===== src/design/grid_ray_caster_macros.svh =====
// assertion macros shared by the grid ray caster modules
// needs a clock named aclk and an active-low reset named aresetn in scope
`ifndef GRID_RAY_CASTER_MACROS_SVH
`define GRID_RAY_CASTER_MACROS_SVH

// same-cycle implication
`define GRC_ASSERT_NOW(lbl, ante, cons, msg) \
    lbl: assert property (@(posedge aclk) disable iff (!aresetn) (ante) |-> (cons)) else $error(msg);

// next-cycle implication
`define GRC_ASSERT_NEXT(lbl, ante, cons, msg) \
    lbl: assert property (@(posedge aclk) disable iff (!aresetn) (ante) |=> (cons)) else $error(msg);

`endif


===== src/design/grc_pkg.sv =====
// shared types and constants of the grid ray caster
// no dependencies
`timescale 1ns / 1ps
`default_nettype none

package grc_pkg;

    localparam int MAX_WIDTH   = 64;
    localparam int MAX_HEIGHT  = 64;
    localparam int STORE_DEPTH = MAX_WIDTH * MAX_HEIGHT;
    localparam int ADDR_W      = $clog2(STORE_DEPTH);

    localparam int CFG_W   = 7;
    localparam int POS_W   = 25;
    localparam int DIR_W   = 18;
    localparam int RNG_W   = 24;
    localparam int CELL_W  = 8;
    localparam int IDX_W   = 12;
    localparam int FRAC_W  = 16;
    localparam int CRD_W   = 12;   // signed cell coordinate during the walk
    localparam int ABS_W   = 18;   // magnitude of a direction component
    localparam int NUM_W   = 27;   // distance to next boundary, Q.16
    localparam int PROD_W  = 45;   // shared multiplier result, also divider dividend
    localparam int BND_W   = CRD_W + FRAC_W;

    localparam int IN_DATA_W  = 136;
    localparam int OUT_DATA_W = 88;

    // register indexes
    localparam logic CFG_MAP_WIDTH  = 1'b0;
    localparam logic CFG_MAP_HEIGHT = 1'b1;

    // request kinds
    localparam logic REQ_WRITE = 1'b0;
    localparam logic REQ_CAST  = 1'b1;

    typedef enum logic [2:0] {
        MOP_NONE  = 3'd0,
        MOP_XN    = 3'd1,
        MOP_YN    = 3'd2,
        MOP_RANGE = 3'd3,
        MOP_END   = 3'd4
    } mul_op_t;

    typedef struct packed {
        logic    load_cast;
        logic    write_cell;
        mul_op_t mul_op;
        logic    step;
        logic    addr;
        logic    div_start;
        logic    div_sel;
        logic    take_q1;
        logic    take_q2;
        logic    out_hit;
        logic    out_miss;
    } dp_cmd_t;

    typedef struct packed {
        logic dir_zero;
        logic out_range;
        logic wall_hit;
        logic div_done;
        logic out_free;
    } dp_sts_t;

    typedef enum logic [13:0] {
        ST_IDLE    = 14'b00000000000001,
        ST_CHKDIR  = 14'b00000000000010,
        ST_MULA    = 14'b00000000000100,
        ST_MULB    = 14'b00000000001000,
        ST_MULC    = 14'b00000000010000,
        ST_STEP    = 14'b00000000100000,
        ST_ADDR    = 14'b00000001000000,
        ST_READ    = 14'b00000010000000,
        ST_MULD    = 14'b00000100000000,
        ST_DVS1    = 14'b00001000000000,
        ST_DIV1    = 14'b00010000000000,
        ST_DVS2    = 14'b00100000000000,
        ST_DIV2    = 14'b01000000000000,
        ST_RES     = 14'b10000000000000
    } state_t;

endpackage

`default_nettype wire


===== src/design/grc_ctrl.sv =====
// controller state machine sequencing writes, the cell walk and the hit math
// depends on grc_pkg
`timescale 1ns / 1ps
`default_nettype none

module grc_ctrl (
    input  wire logic             aclk,
    input  wire logic             aresetn,
    input  wire logic             s_tvalid,
    input  wire logic             req_type,
    output logic                  s_tready,
    input  wire grc_pkg::dp_sts_t sts,
    output grc_pkg::dp_cmd_t      cmd
);
    import grc_pkg::*;

    state_t state_reg, state_next;
    logic   miss_reg, miss_next;

    always_ff @(posedge aclk) begin
        if (!aresetn) begin
            state_reg <= ST_IDLE;
            miss_reg  <= 1'b0;
        end else begin
            state_reg <= state_next;
            miss_reg  <= miss_next;
        end
    end

    // next state and commands
    always_comb begin
        state_next = state_reg;
        miss_next  = miss_reg;
        cmd        = '0;
        s_tready   = 1'b0;
        unique case (state_reg)
            ST_IDLE: begin
                // no request is taken while reset is held
                s_tready = aresetn;
                if (s_tvalid && s_tready) begin
                    if (req_type == REQ_WRITE) begin
                        cmd.write_cell = 1'b1;
                    end else begin
                        cmd.load_cast = 1'b1;
                        state_next    = ST_CHKDIR;
                    end
                end
            end
            ST_CHKDIR: begin
                if (sts.dir_zero) begin
                    miss_next  = 1'b1;
                    state_next = ST_RES;
                end else begin
                    state_next = ST_MULA;
                end
            end
            ST_MULA: begin
                cmd.mul_op = MOP_XN;
                state_next = ST_MULB;
            end
            ST_MULB: begin
                cmd.mul_op = MOP_YN;
                state_next = ST_MULC;
            end
            ST_MULC: begin
                cmd.mul_op = MOP_RANGE;
                state_next = ST_STEP;
            end
            ST_STEP: begin
                if (sts.out_range) begin
                    miss_next  = 1'b1;
                    state_next = ST_RES;
                end else begin
                    cmd.step   = 1'b1;
                    state_next = ST_ADDR;
                end
            end
            ST_ADDR: begin
                cmd.addr   = 1'b1;
                state_next = ST_READ;
            end
            ST_READ: begin
                state_next = sts.wall_hit ? ST_MULD : ST_MULA;
            end
            ST_MULD: begin
                cmd.mul_op = MOP_END;
                state_next = ST_DVS1;
            end
            ST_DVS1: begin
                cmd.div_start = 1'b1;
                state_next    = ST_DIV1;
            end
            ST_DIV1: begin
                if (sts.div_done) begin
                    cmd.take_q1 = 1'b1;
                    state_next  = ST_DVS2;
                end
            end
            ST_DVS2: begin
                cmd.div_sel   = 1'b1;
                cmd.div_start = 1'b1;
                state_next    = ST_DIV2;
            end
            ST_DIV2: begin
                cmd.div_sel = 1'b1;
                if (sts.div_done) begin
                    cmd.take_q2 = 1'b1;
                    miss_next   = 1'b0;
                    state_next  = ST_RES;
                end
            end
            ST_RES: begin
                if (sts.out_free) begin
                    cmd.out_hit  = !miss_reg;
                    cmd.out_miss = miss_reg;
                    miss_next    = 1'b0;
                    state_next   = ST_IDLE;
                end
            end
            default: state_next = ST_IDLE;
        endcase
    end

endmodule

`default_nettype wire


===== config.mk =====
export PLATFORM = sky130hd
export DESIGN_NAME = grc_ctrl
export DESIGN_NICKNAME = d
export VERILOG_FILES = /design/src/design/grid_ray_caster_macros.svh /design/src/design/grc_pkg.sv /design/src/design/grc_ctrl.sv
export SDC_FILE = /design/constraint.sdc
export NUM_CORES = 1
export LEC_CHECK = 0
export BUFFER_PORTS_ARGS = -buffer_cell sky130_fd_sc_hd__buf_2
export CAP_MARGIN = 40
export CORE_MARGIN = 8
export CORE_UTILIZATION = 30
export CTS_BUF_LIST = sky130_fd_sc_hd__clkbuf_8
export CTS_CLUSTER_DIAMETER = 80
export DETAILED_ROUTE_END_ITERATION = 12
export GPL_TIMING_DRIVEN = 1
export MAX_ROUTING_LAYER = met4
export PLACE_DENSITY = 0.57
export REMOVE_ABC_BUFFERS = 1
export SLEW_MARGIN = 20
export SYNTH_ARGS = -nofsm -noshare
export SYNTH_HDL_FRONTEND = slang
export SYNTH_SLANG_ARGS = --single-unit

===== constraint.sdc =====
create_clock -name aclk -period 2.58 [get_ports aclk]
set_clock_uncertainty 0.05 [all_clocks]
set_input_delay 0.387 -clock aclk [delete_from_list [all_inputs] [get_ports aclk]]
set_output_delay 0.387 -clock aclk [all_outputs]
set_load 0.05 [all_outputs]

==> results of run 1 <==
==> cell families after synthesis <==
logic type / count (synthesis) / share of synthesized area [%]
XOR/XNOR: 6 / 4.98
buffers and inverters: 14 / 8.90
flip-flops: 15 / 28.5
AO/OA/AOI/OAI: 20 / 13.6
AND/OR/NAND/NOR: 75 / 44.0
==> cell usage in the layout (no fill, tap or decap), drive strengths merged, types with 4 or more instances in the layout <==
| master | synthesis | layout |
|---|---|---|
| and2 | 4 | 4 |
| dfxtp | 15 | 15 |
| nand2 | 12 | 12 |
| nand4 | 6 | 6 |
| o21ai | 5 | 5 |
| inv | 6 | 6 |
| nor3 | 9 | 9 |
| xor2 | 5 | 5 |
| buf | 7 | 26 |
| nor2 | 17 | 17 |
| a21oi | 4 | 4 |
| nor4 | 5 | 5 |
| nand3b | 5 | 5 |
==> power by group through the flow <==
stage	sequential (mW)	clock, mW	combinational, mW
detailed placement	0.261	0	0.156
global route	0.258	0.208	0.176
global placement	0.260	0	0.159
floorplan	0.257	0	0.113
finish	0.256	0.190	0.160
CTS	0.255	0.198	0.157
==> per-stage QoR <==
| stage | instance area [µm²] | util (%) | instances | setup slack [ns] |
|---|---|---|---|---|
| floorplan | 983 | - | 122 | -0.161 |
| global placement | 1170 | 34.7 | 192 | 0.310 |
| detailed placement | 1170 | 34.7 | 192 | 0.192 |
| CTS | 1230 | 36.5 | 198 | 0.0935 |
| global route | 1230 | 36.7 | 198 | 0.0198 |
| finish | 1230 | 36.7 | 198 | 0.184 |
==> critical path: cells and delay by family (launching register included) <==
| family | cells | cell delay, ns |
|---|---|---|
| simple gates | 4 | 0.77 |
| flops | 1 | 0.41 |
| buf+inv | 3 | 0.53 |
==> how the worst max path moves through the flow <==
stage,start,end,slack [ns],cells past startpoint
CTS,state_reg[5],cmd[4],0.09,6
global placement,state_reg[4],cmd[4],0.31,6
finish,state_reg[9],cmd[11],0.18,7
detailed placement,state_reg[4],cmd[4],0.19,6
global route,state_reg[9],cmd[7],0.02,5
floorplan,state_reg[4],cmd[11],-0.16,5
==> layout make-up <==
class	count	area share (%)
clock buffers	3	3.34
clock inverters	1	0.405
inverters	6	1.82
multi-input cells	101	53.9
flip-flops and latches	15	24.3
well taps	46	4.66
repair buffers	26	11.6
==> per-layer routing <==
| metal | GRT usage (%) | up-vias |
|---|---|---|
| li1 | - | 513 |
| met1 | 11.6 | 490 |
| met2 | 17.5 | 18 |
| met3 | 2.37 | 5 |
| met4 | 3.20 | 0 |
| met5 | - | - |
==> repair_timing <==
item | 4_1_cts | 5_1_grt
setup endpoints to repair | 2 | 2
buffers inserted | 2 | 0
pin swaps | 1 | 0
resized for setup | 0 | 3
hold endpoints to repair | 0 | 0
==> summary.txt, run 1 <==
Worst hold path
  • WHS Endpoint: state_reg[6]
  • Worst min path class: in2reg
  • Hold_sp: sts[3]
  • Hold Path Stages: 2

Floorplan
  • Die Span Y: 75.3 µm
  • Initial Utilization: 31.4%
  • Boundary Pins: 23
  • Die X: 75.3 µm
  • Row cnt: 21
  • Full die area: 5670 µm²
  • Core box area: 3360 µm²

Critical path
  • Setup Crit Path Kind: reg2out
  • CP Data Arrival Time: 1.96 ns
  • Reg-to-reg endpoint: state_reg[2]
  • Slack of the worst reg-to-reg path: 0.64 ns
  • Crit end category: primary output
  • Crit Reg-Reg Startpoint: state_reg[9]
  • CP Data Required Time: 2.14 ns
  • CP most frequent cell: buf_4
  • Setup crit start kind: register
  • CP max FO: 8
  • Worst reg-to-reg path cell count: 5
  • Slowest stage delay, CP: 0.41 ns
  • Slowest-stage cell, CP: dfxtp_1
  • CP cell instances: nor4_4, buf_4, nand4_1, inv_1, nand2_1, nor3b_1, buf_4

Synthesis
  • Async S/R FF share, synth: 0%
  • Top_reg_cell synth: dfxtp_1
  • Warnings from Yosys: 0
  • Count leader, synth: nor2_1
  • Area share of the largest cell type after synthesis: 28.5%
  • Synthesized cell area: 1050 µm²
  • Post-synthesis instance total: 130
  • Seq/Total Area, Yosys: 28.5%
  • Syn avg cell area: 8.11 µm²
  • Number of synthesized flops with an enable pin: 0
  • Synthesized flop and latch total: 15
  • Largest cells by area after synthesis: dfxtp_1 28%, nor2_1 6.0%, buf_6 5.3%, nor3_1 4.3%, nand2_1 4.3%
  • Cell accounting for the most synthesized area: dfxtp_1
  • Cell variety after synth: 39
  • Synth top cells by count: 17 x nor2_1, 15 x dfxtp_1, 12 x nand2_1, 9 x nor3_1, 6 x inv_1

Final layout
  • Share of cells above drive strength 1: 27.0%
  • Seq. cell area: 300 µm²
  • Area of the multi-input gates: 666 µm²
  • Area growth from synthesis to layout: 17.1%
  • Fill cells: 378
  • Nets: 162
  • Max reg flops: 14
  • ANT cells: 0

Status
  • Status: completed

STA
  • Max Slew Vio Count: 0
  • Slew @ Worst Pin: 0.630 ns
  • Minimum clock period: 2.40 ns
  • Worst hold margin: 0.304 ns
  • Relative slew slack: 57.4%
  • Final period util: 92.9%
  • RSZ-0062 raised after global routing: false
  • Setup TNS: 0 ns
  • Highest clock rate: 417 MHz
  • Setup violations, final: 0
  • Fin. Hold Viols: 0

Pwr
  • Power per cell area: 490 nW/µm²
  • Combinational power share: 26.4%
  • Clock network fraction of total power: 31.3%
  • Power Internal: 0.404 mW
  • Maximum vdd drop: 0.000343 V
  • Reg power frac: 42.3%
  • Leakage: 0.532 nW
  • Switching power: 0.202 mW
  • Total Power: 0.606 mW
  • Switch share: 33.3%

CTS
  • Worst-skew pair later-pin latency: 0.25 ns
  • CTS Buf Count: 3
  • TritonCTS clock tree: yes
  • Hold-fix buffers, CTS: 0
  • CTS root buf: clkbuf_8
  • CTS clk-pin slew, worst paths: 0.06 ns
  • CTS Buffer Depth: 2
  • CTS Sinks: 15
  • H-tree depth: 1

Global route
  • Initial antenna violation count: 0
  • GRT Overall Usage: 10.3%
  • Largest net degree at the start of global routing: 10
  • Vias in the first global route: 1,037
  • Global-route wire length before repair: 4510 µm
  • Overflow after GRT: 0

Place
  • Port bufs: 22
  • Routability Congestion: 0.902
  • DP Wirelength: 2090 µm

Routing
  • WL met1: 1220 µm
  • Final WL: 2660 µm
  • DRC violations left: 0
  • Avg Vias per Cell: 5.18
  • Detailed Routing Iterations Pass 1: 4
  • WL per Instance: 13.5 µm
  • WL met3: 77 µm
  • DRT iter0 DRCs: 40
  • Max Used Layer: met4
  • Vias: 1,026
  • ANT nets after route: 0
  • DR WL met2: 1340 µm

Flow run
  • Max-Cap Viols: 0
Note: power is estimated with default switching activity, not from simulation.
==> inputs of run 2 (changes only) <==
CTS_BUF_LIST = sky130_fd_sc_hd__clkbuf_4   (was sky130_fd_sc_hd__clkbuf_8)
==> summary.txt, run 2 (synthesized netlist as in run 1, its figures left out) <==
Final layout
  • Final Util: 36.2% (was 36.7%)
  • Seq. cell area: 302 µm² (was 300 µm²)
  • ANT cells: 0 (unchanged)
  • Area growth from synthesis to layout: 15.4% (was 17.1%)
  • Commonest non-fill, non-tap cells in the layout: 21 x buf_2, 17 x nor2_1, 14 x dfxtp_1, 12 x nand2_1, 9 x nor3_1 (was 21 x buf_2, 17 x nor2_1, 15 x dfxtp_1, 12 x nand2_1, 9 x nor3_1)
  • Fill cells: 380 (was 378)
  • Design Area, Final: 1220 µm² (was 1230 µm²)
  • Nets: 162 (unchanged)
  • Share of cells above drive strength 1: 27.6% (was 27.0%)
  • Area of the multi-input gates: 666 µm² (unchanged)
  • Most common cell after layout, fill and taps aside: buf_2 (unchanged)
  • Max reg flops: 14 (unchanged)

Critical path
  • Setup Crit Path Kind: reg2out (unchanged)
  • Setup crit start kind: register (unchanged)
  • Slowest-stage cell, CP: dfxtp_1 (unchanged)
  • CP Data Arrival Time: 2.00 ns (was 1.96 ns)
  • Crit Reg-Reg Startpoint: state_reg[4] (was state_reg[9])
  • CP max FO: 7 (was 8)
  • CP Data Required Time: 2.14 ns (about the same)
  • CP cell instances: nor4_4, buf_4, and2_1, nand4_1, nor2_1, buf_2 (was nor4_4, buf_4, nand4_1, inv_1, nand2_1, nor3b_1, buf_4)
  • Slowest stage delay, CP: 0.40 ns (was 0.41 ns)
  • CP startpoint: state_reg[5] (was state_reg[9])
  • Crit end category: primary output (unchanged)

CTS
  • TritonCTS clock tree: yes (unchanged)
  • Worst-skew pair later-pin latency: 0.29 ns (was 0.25 ns)
  • CTS Sinks: 15 (unchanged)
  • CTS Buffer Depth: 2 (unchanged)
  • CTS clk-pin slew, worst paths: 0.10 ns (was 0.06 ns)
  • CTS Buf Count: 3 (unchanged)
  • H-tree depth: 1 (unchanged)
  • CTS root buf: clkbuf_4 (was clkbuf_8)

Place
  • DP Wirelength: 2090 µm (unchanged)
  • Placed instance area: 1170 µm² (unchanged)
  • Routability Congestion: 0.902 (unchanged)
  • Port bufs: 22 (unchanged)

Global route
  • Largest net degree at the start of global routing: 10 (unchanged)
  • Overflow after GRT: 0 (unchanged)
  • Vias in the first global route: 1,029 (was 1,037)
  • GRT Overall Usage: 10.3% (unchanged)
  • Global-route wire length before repair: 4510 µm (unchanged)
  • Initial antenna violation count: 0 (unchanged)

STA
  • Setup violations, final: 0 (unchanged)
  • RSZ-0062 raised after global routing: false (unchanged)
  • Slew @ Worst Pin: 0.641 ns (was 0.630 ns)
  • Max Slew Vio Count: 0 (unchanged)
  • Minimum clock period: 2.43 ns (was 2.40 ns)
  • Highest clock rate: 411 MHz (was 417 MHz)
  • Relative slew slack: 56.6% (was 57.4%)
  • Final period util: 94.3% (was 92.9%)
  • Fin. Hold Viols: 0 (unchanged)

Floorplan
  • Full die area: 5670 µm² (unchanged)
  • Initial Utilization: 31.4% (unchanged)
  • Row cnt: 21 (unchanged)
  • Die X: 75.3 µm (unchanged)
  • Boundary Pins: 23 (unchanged)
  • Die Span Y: 75.3 µm (unchanged)
  • Core box area: 3360 µm² (unchanged)

Flow run
  • Max-Cap Viols: 0 (unchanged)

Pwr
  • Leakage: 0.524 nW (was 0.532 nW)
  • Maximum vdd drop: 0.000306 V (was 0.000343 V)
  • Power per cell area: 457 nW/µm² (was 490 nW/µm²)

Routing
  • Avg Vias per Cell: 5.23 (was 5.18)
  • WL per Instance: 13.8 µm (was 13.5 µm)
  • DRC violations left: 0 (unchanged)
  • Detailed Routing Iterations Pass 1: 4 (unchanged)
  • Vias: 1,036 (was 1,026)
  • ANT nets after route: 0 (unchanged)
  • DRT iter0 DRCs: 38 (was 40)
  • Final WL: 2730 µm (was 2660 µm)

Worst hold path
  • Worst min path class: in2reg (unchanged)
  • Hold_sp: sts[3] (unchanged)

Status
  • Status: completed (unchanged)
## run 2: stage by stage
| stage | total power [mW] | setup slack [ns] | instances | hold slack, ns | setup TNS, ns |
|---|---|---|---|---|---|
| after CTS | 0.557 | 0.0367 | 198 | 0.266 | 0 |
| after floorplan | 0.370 | -0.161 | 122 | 0.415 | -0.312 |
| after global routing | 0.588 | 0.0117 | 198 | 0.269 | 0 |
| final | 0.556 | 0.146 | 198 | 0.256 | 0 |
| after detailed placement | 0.417 | 0.192 | 192 | 0.474 | 0 |
| after global placement | 0.419 | 0.310 | 192 | 0.467 | 0 |
## run 2: layout make-up
cell class / count / share of cell area (%)
Tap cell: 46 / 4.73
Timing Repair Buffer: 26 / 11.7
Sequential cell: 15 / 24.8
Multi-Input combinational cell: 101 / 54.7
Inverter: 6 / 1.85
Clock inverter: 1 / 0.411
Clock buffer: 3 / 1.85
## run 2: per-layer routing
layer / track usage [%] / share of wire, % / vias up
met5: - / 0 / -
met4: 1.92 / 0.51 / 0
met3: 2.76 / 3.3 / 2
met2: 17.7 / 51 / 18
met1: 11.6 / 45 / 503
li1: - / - / 513
## run 2: power breakdown
group | switching [mW] | leakage (nW) | internal (mW)
clock network | 0.0808 | 0.0177 | 0.0576
logic | 0.104 | 0.385 | 0.0573
registers | 0.0173 | 0.122 | 0.239
## run 2: what timing repair did
action                     in CTS  in global routing
gates resized for setup         0                  4
hold endpoints to repair        0                  0
hold buffers                    0                  0
pin swaps                       1                  0
setup endpoints to repair       4                  4
cloned                          0                  0
setup buffers                   2                  0
## run 2: worst paths after layout
check                  to  slack (ns)  cells after the start
min          state_reg[6]        0.26                      2
min reg2reg  state_reg[3]        0.50                      2
max                cmd[3]        0.15                      6
max reg2reg  state_reg[0]        0.65                      4
## run 2: critical path, delay by kind of cell (launching register included)
family / cells / cell delay, ns
simple gates: 4 / 0.86
flops: 1 / 0.40
buf+inv: 2 / 0.45
==> inputs of run 3 (changes only) <==
MAX_ROUTING_LAYER = default   (was met4)
==> summary.txt, run 3 (synthesized netlist as in run 1, its figures left out) <==
CTS
  • CTS Sinks: 15 (unchanged)
  • H-tree depth: 1 (unchanged)
  • Hold-fix buffers, CTS: 0 (unchanged)
  • CTS root buf: clkbuf_4 (unchanged)
  • TritonCTS clock tree: yes (unchanged)
  • CTS clk-pin slew, worst paths: 0.09 ns (was 0.10 ns)
  • Worst-skew pair later-pin latency: 0.29 ns (about the same)
  • CTS Buf Count: 3 (unchanged)
  • CTS Buffer Depth: 2 (unchanged)

STA
  • Setup violations, final: 0 (unchanged)
  • Final period util: 95.0% (was 94.3%)
  • Setup TNS: 0 ns (unchanged)
  • Fin. Hold Viols: 0 (unchanged)
  • Highest clock rate: 408 MHz (was 411 MHz)
  • Minimum clock period: 2.45 ns (was 2.43 ns)
  • Slew @ Worst Pin: 0.579 ns (was 0.641 ns)
  • RSZ-0062 raised after global routing: false (unchanged)
  • Max Slew Vio Count: 0 (unchanged)
  • Relative slew slack: 60.9% (was 56.6%)

Final layout
  • Seq. cell area: 304 µm² (was 302 µm²)
  • Design Area, Final: 1220 µm² (unchanged)
  • Area growth from synthesis to layout: 15.4% (unchanged)
  • Share of cells above drive strength 1: 29.1% (was 27.6%)
  • ANT cells: 0 (unchanged)
  • Fill cells: 398 (was 380)
  • Commonest non-fill, non-tap cells in the layout: 20 x buf_2, 16 x nor2_1, 12 x nand2_1, 12 x dfxtp_1, 9 x nor3_1 (was 21 x buf_2, 17 x nor2_1, 14 x dfxtp_1, 12 x nand2_1, 9 x nor3_1)
  • Max reg flops: 14 (unchanged)
  • Nets: 161 (was 162)
  • Final non-filler cell total: 197 (was 198)
  • Most common cell after layout, fill and taps aside: buf_2 (unchanged)
  • Area of the multi-input gates: 668 µm² (was 666 µm²)

Routing
  • ANT nets after route: 0 (unchanged)
  • Final WL: 2680 µm (was 2730 µm)
  • WL per Instance: 13.6 µm (was 13.8 µm)
  • DRT iter0 DRCs: 53 (was 38)
  • Vias: 1,017 (was 1,036)
  • Avg Vias per Cell: 5.16 (was 5.23)
  • DRC violations left: 0 (unchanged)
  • Detailed Routing Iterations Pass 1: 4 (unchanged)

Floorplan
  • Die Span Y: 75.3 µm (unchanged)
  • Core box area: 3360 µm² (unchanged)
  • Die X: 75.3 µm (unchanged)
  • Initial Utilization: 31.4% (unchanged)
  • Row cnt: 21 (unchanged)
  • Boundary Pins: 23 (unchanged)
  • Full die area: 5670 µm² (unchanged)

Critical path
  • Setup Crit Path Kind: reg2out (unchanged)
  • CP Data Arrival Time: 2.01 ns (was 2.00 ns)
  • Crit end category: primary output (unchanged)
  • Crit Reg-Reg Startpoint: state_reg[7] (was state_reg[4])
  • CP cell instances: nor4_4, nand2_1, nor3b_2, nand3b_1, nand2_1, buf_2 (was nor4_4, buf_4, and2_1, nand4_1, nor2_1, buf_2)
  • CP most frequent cell: nand2_1
  • Setup crit start kind: register (unchanged)
  • CP startpoint: state_reg[7] (was state_reg[5])
  • Slowest-stage cell, CP: nor4_4 (was dfxtp_1)
  • Slowest stage delay, CP: 0.41 ns (was 0.40 ns)
  • CP Data Required Time: 2.14 ns (about the same)
  • CP max FO: 6 (was 7)

Place
  • Port bufs: 22 (unchanged)
  • Number of instances in the placed design: 192 (unchanged)
  • Routability Congestion: 0.891 (was 0.902)
  • DP Wirelength: 2110 µm (was 2090 µm)
  • Placed instance area: 1170 µm² (unchanged)

Worst hold path
  • Worst min path class: in2reg (unchanged)
  • Hold_sp: sts[3] (unchanged)

Global route
  • Global-route wire length before repair: 4580 µm (was 4510 µm)
  • Vias in the first global route: 991 (was 1,029)
  • Largest net degree at the start of global routing: 10 (unchanged)
  • GRT Overall Usage: 10.3% (about the same)
  • Overflow after GRT: 0 (unchanged)
  • Initial antenna violation count: 0 (unchanged)

Pwr
  • Power per cell area: 456 nW/µm² (was 457 nW/µm²)
  • Leakage: 0.520 nW (was 0.524 nW)
  • Maximum vdd drop: 0.000408 V (was 0.000306 V)

Flow run
  • Max-Cap Viols: 0 (unchanged)

Status
  • Status: completed (unchanged)
[run 3: changes by cell type in the layout (fill, tap and decap cells not counted)]
cell and change:
clkbuf_4 +1, dfxtp_2 +2, buf_2 -1, dfxtp_1 -2
nor2_2 +1, nor2_1 -1, buf_4 -1
[run 3: critical path, delay by kind of cell, from the launching register on]
family / cells / cell delay [ns]
and+or+nand+nor: 5 / 1.08
buffers and inverters: 1 / 0.25
DFF: 1 / 0.39
[run 3: per-layer routing]
metal / global-route usage (%) / share of wire (%) / up-vias
met3: 3.16 / 3.7 / 2
met4: 2.56 / 0.52 / 0
met1: 12.5 / 47 / 484
met5: 0 / 0 / -
li1: - / - / 511
met2: 17.2 / 49 / 20
[run 3: layout make-up]
cell class,count,share of cell area [%]
Clock buffer,3,1.85
Multi-Input combinational cell,101,54.9
Timing Repair Buffer,25,11.3
Clock inverter,1,0.411
Inverter,6,1.85
Sequential cell,15,25.0
Tap cell,46,4.73
[run 3: power by group]
part / switching [mW] / internal [mW]
registers: 0.0167 / 0.239
logic: 0.105 / 0.0578
clock network: 0.0786 / 0.0577
[run 3: worst paths after layout]
| kind | to | slack, ns | cells after the start |
|---|---|---|---|
| worst min-delay path | state_reg[6] | 0.25 | 2 |
| worst min register to register | state_reg[3] | 0.48 | 2 |
| worst max register to register | miss_reg | 0.60 | 6 |
| worst max-delay path | cmd[4] | 0.13 | 6 |
[run 3: repair_timing]
item,CTS,global route
pin swaps,1,1
resized for setup,0,8
buffers inserted,1,0
endpoints found under the setup margin,4,6
[run 3: metrics by stage]
stage	utilization [%]	setup WS [ns]	power (mW)	hold slack, ns
floorplan	-	-0.161	0.370	0.415
global placement	34.7	0.310	0.419	0.466
detailed placement	34.7	0.205	0.419	0.459
CTS	35.7	0.0455	0.557	0.243
global route	36.2	0.00499	0.591	0.245
finish	36.2	0.130	0.555	0.247
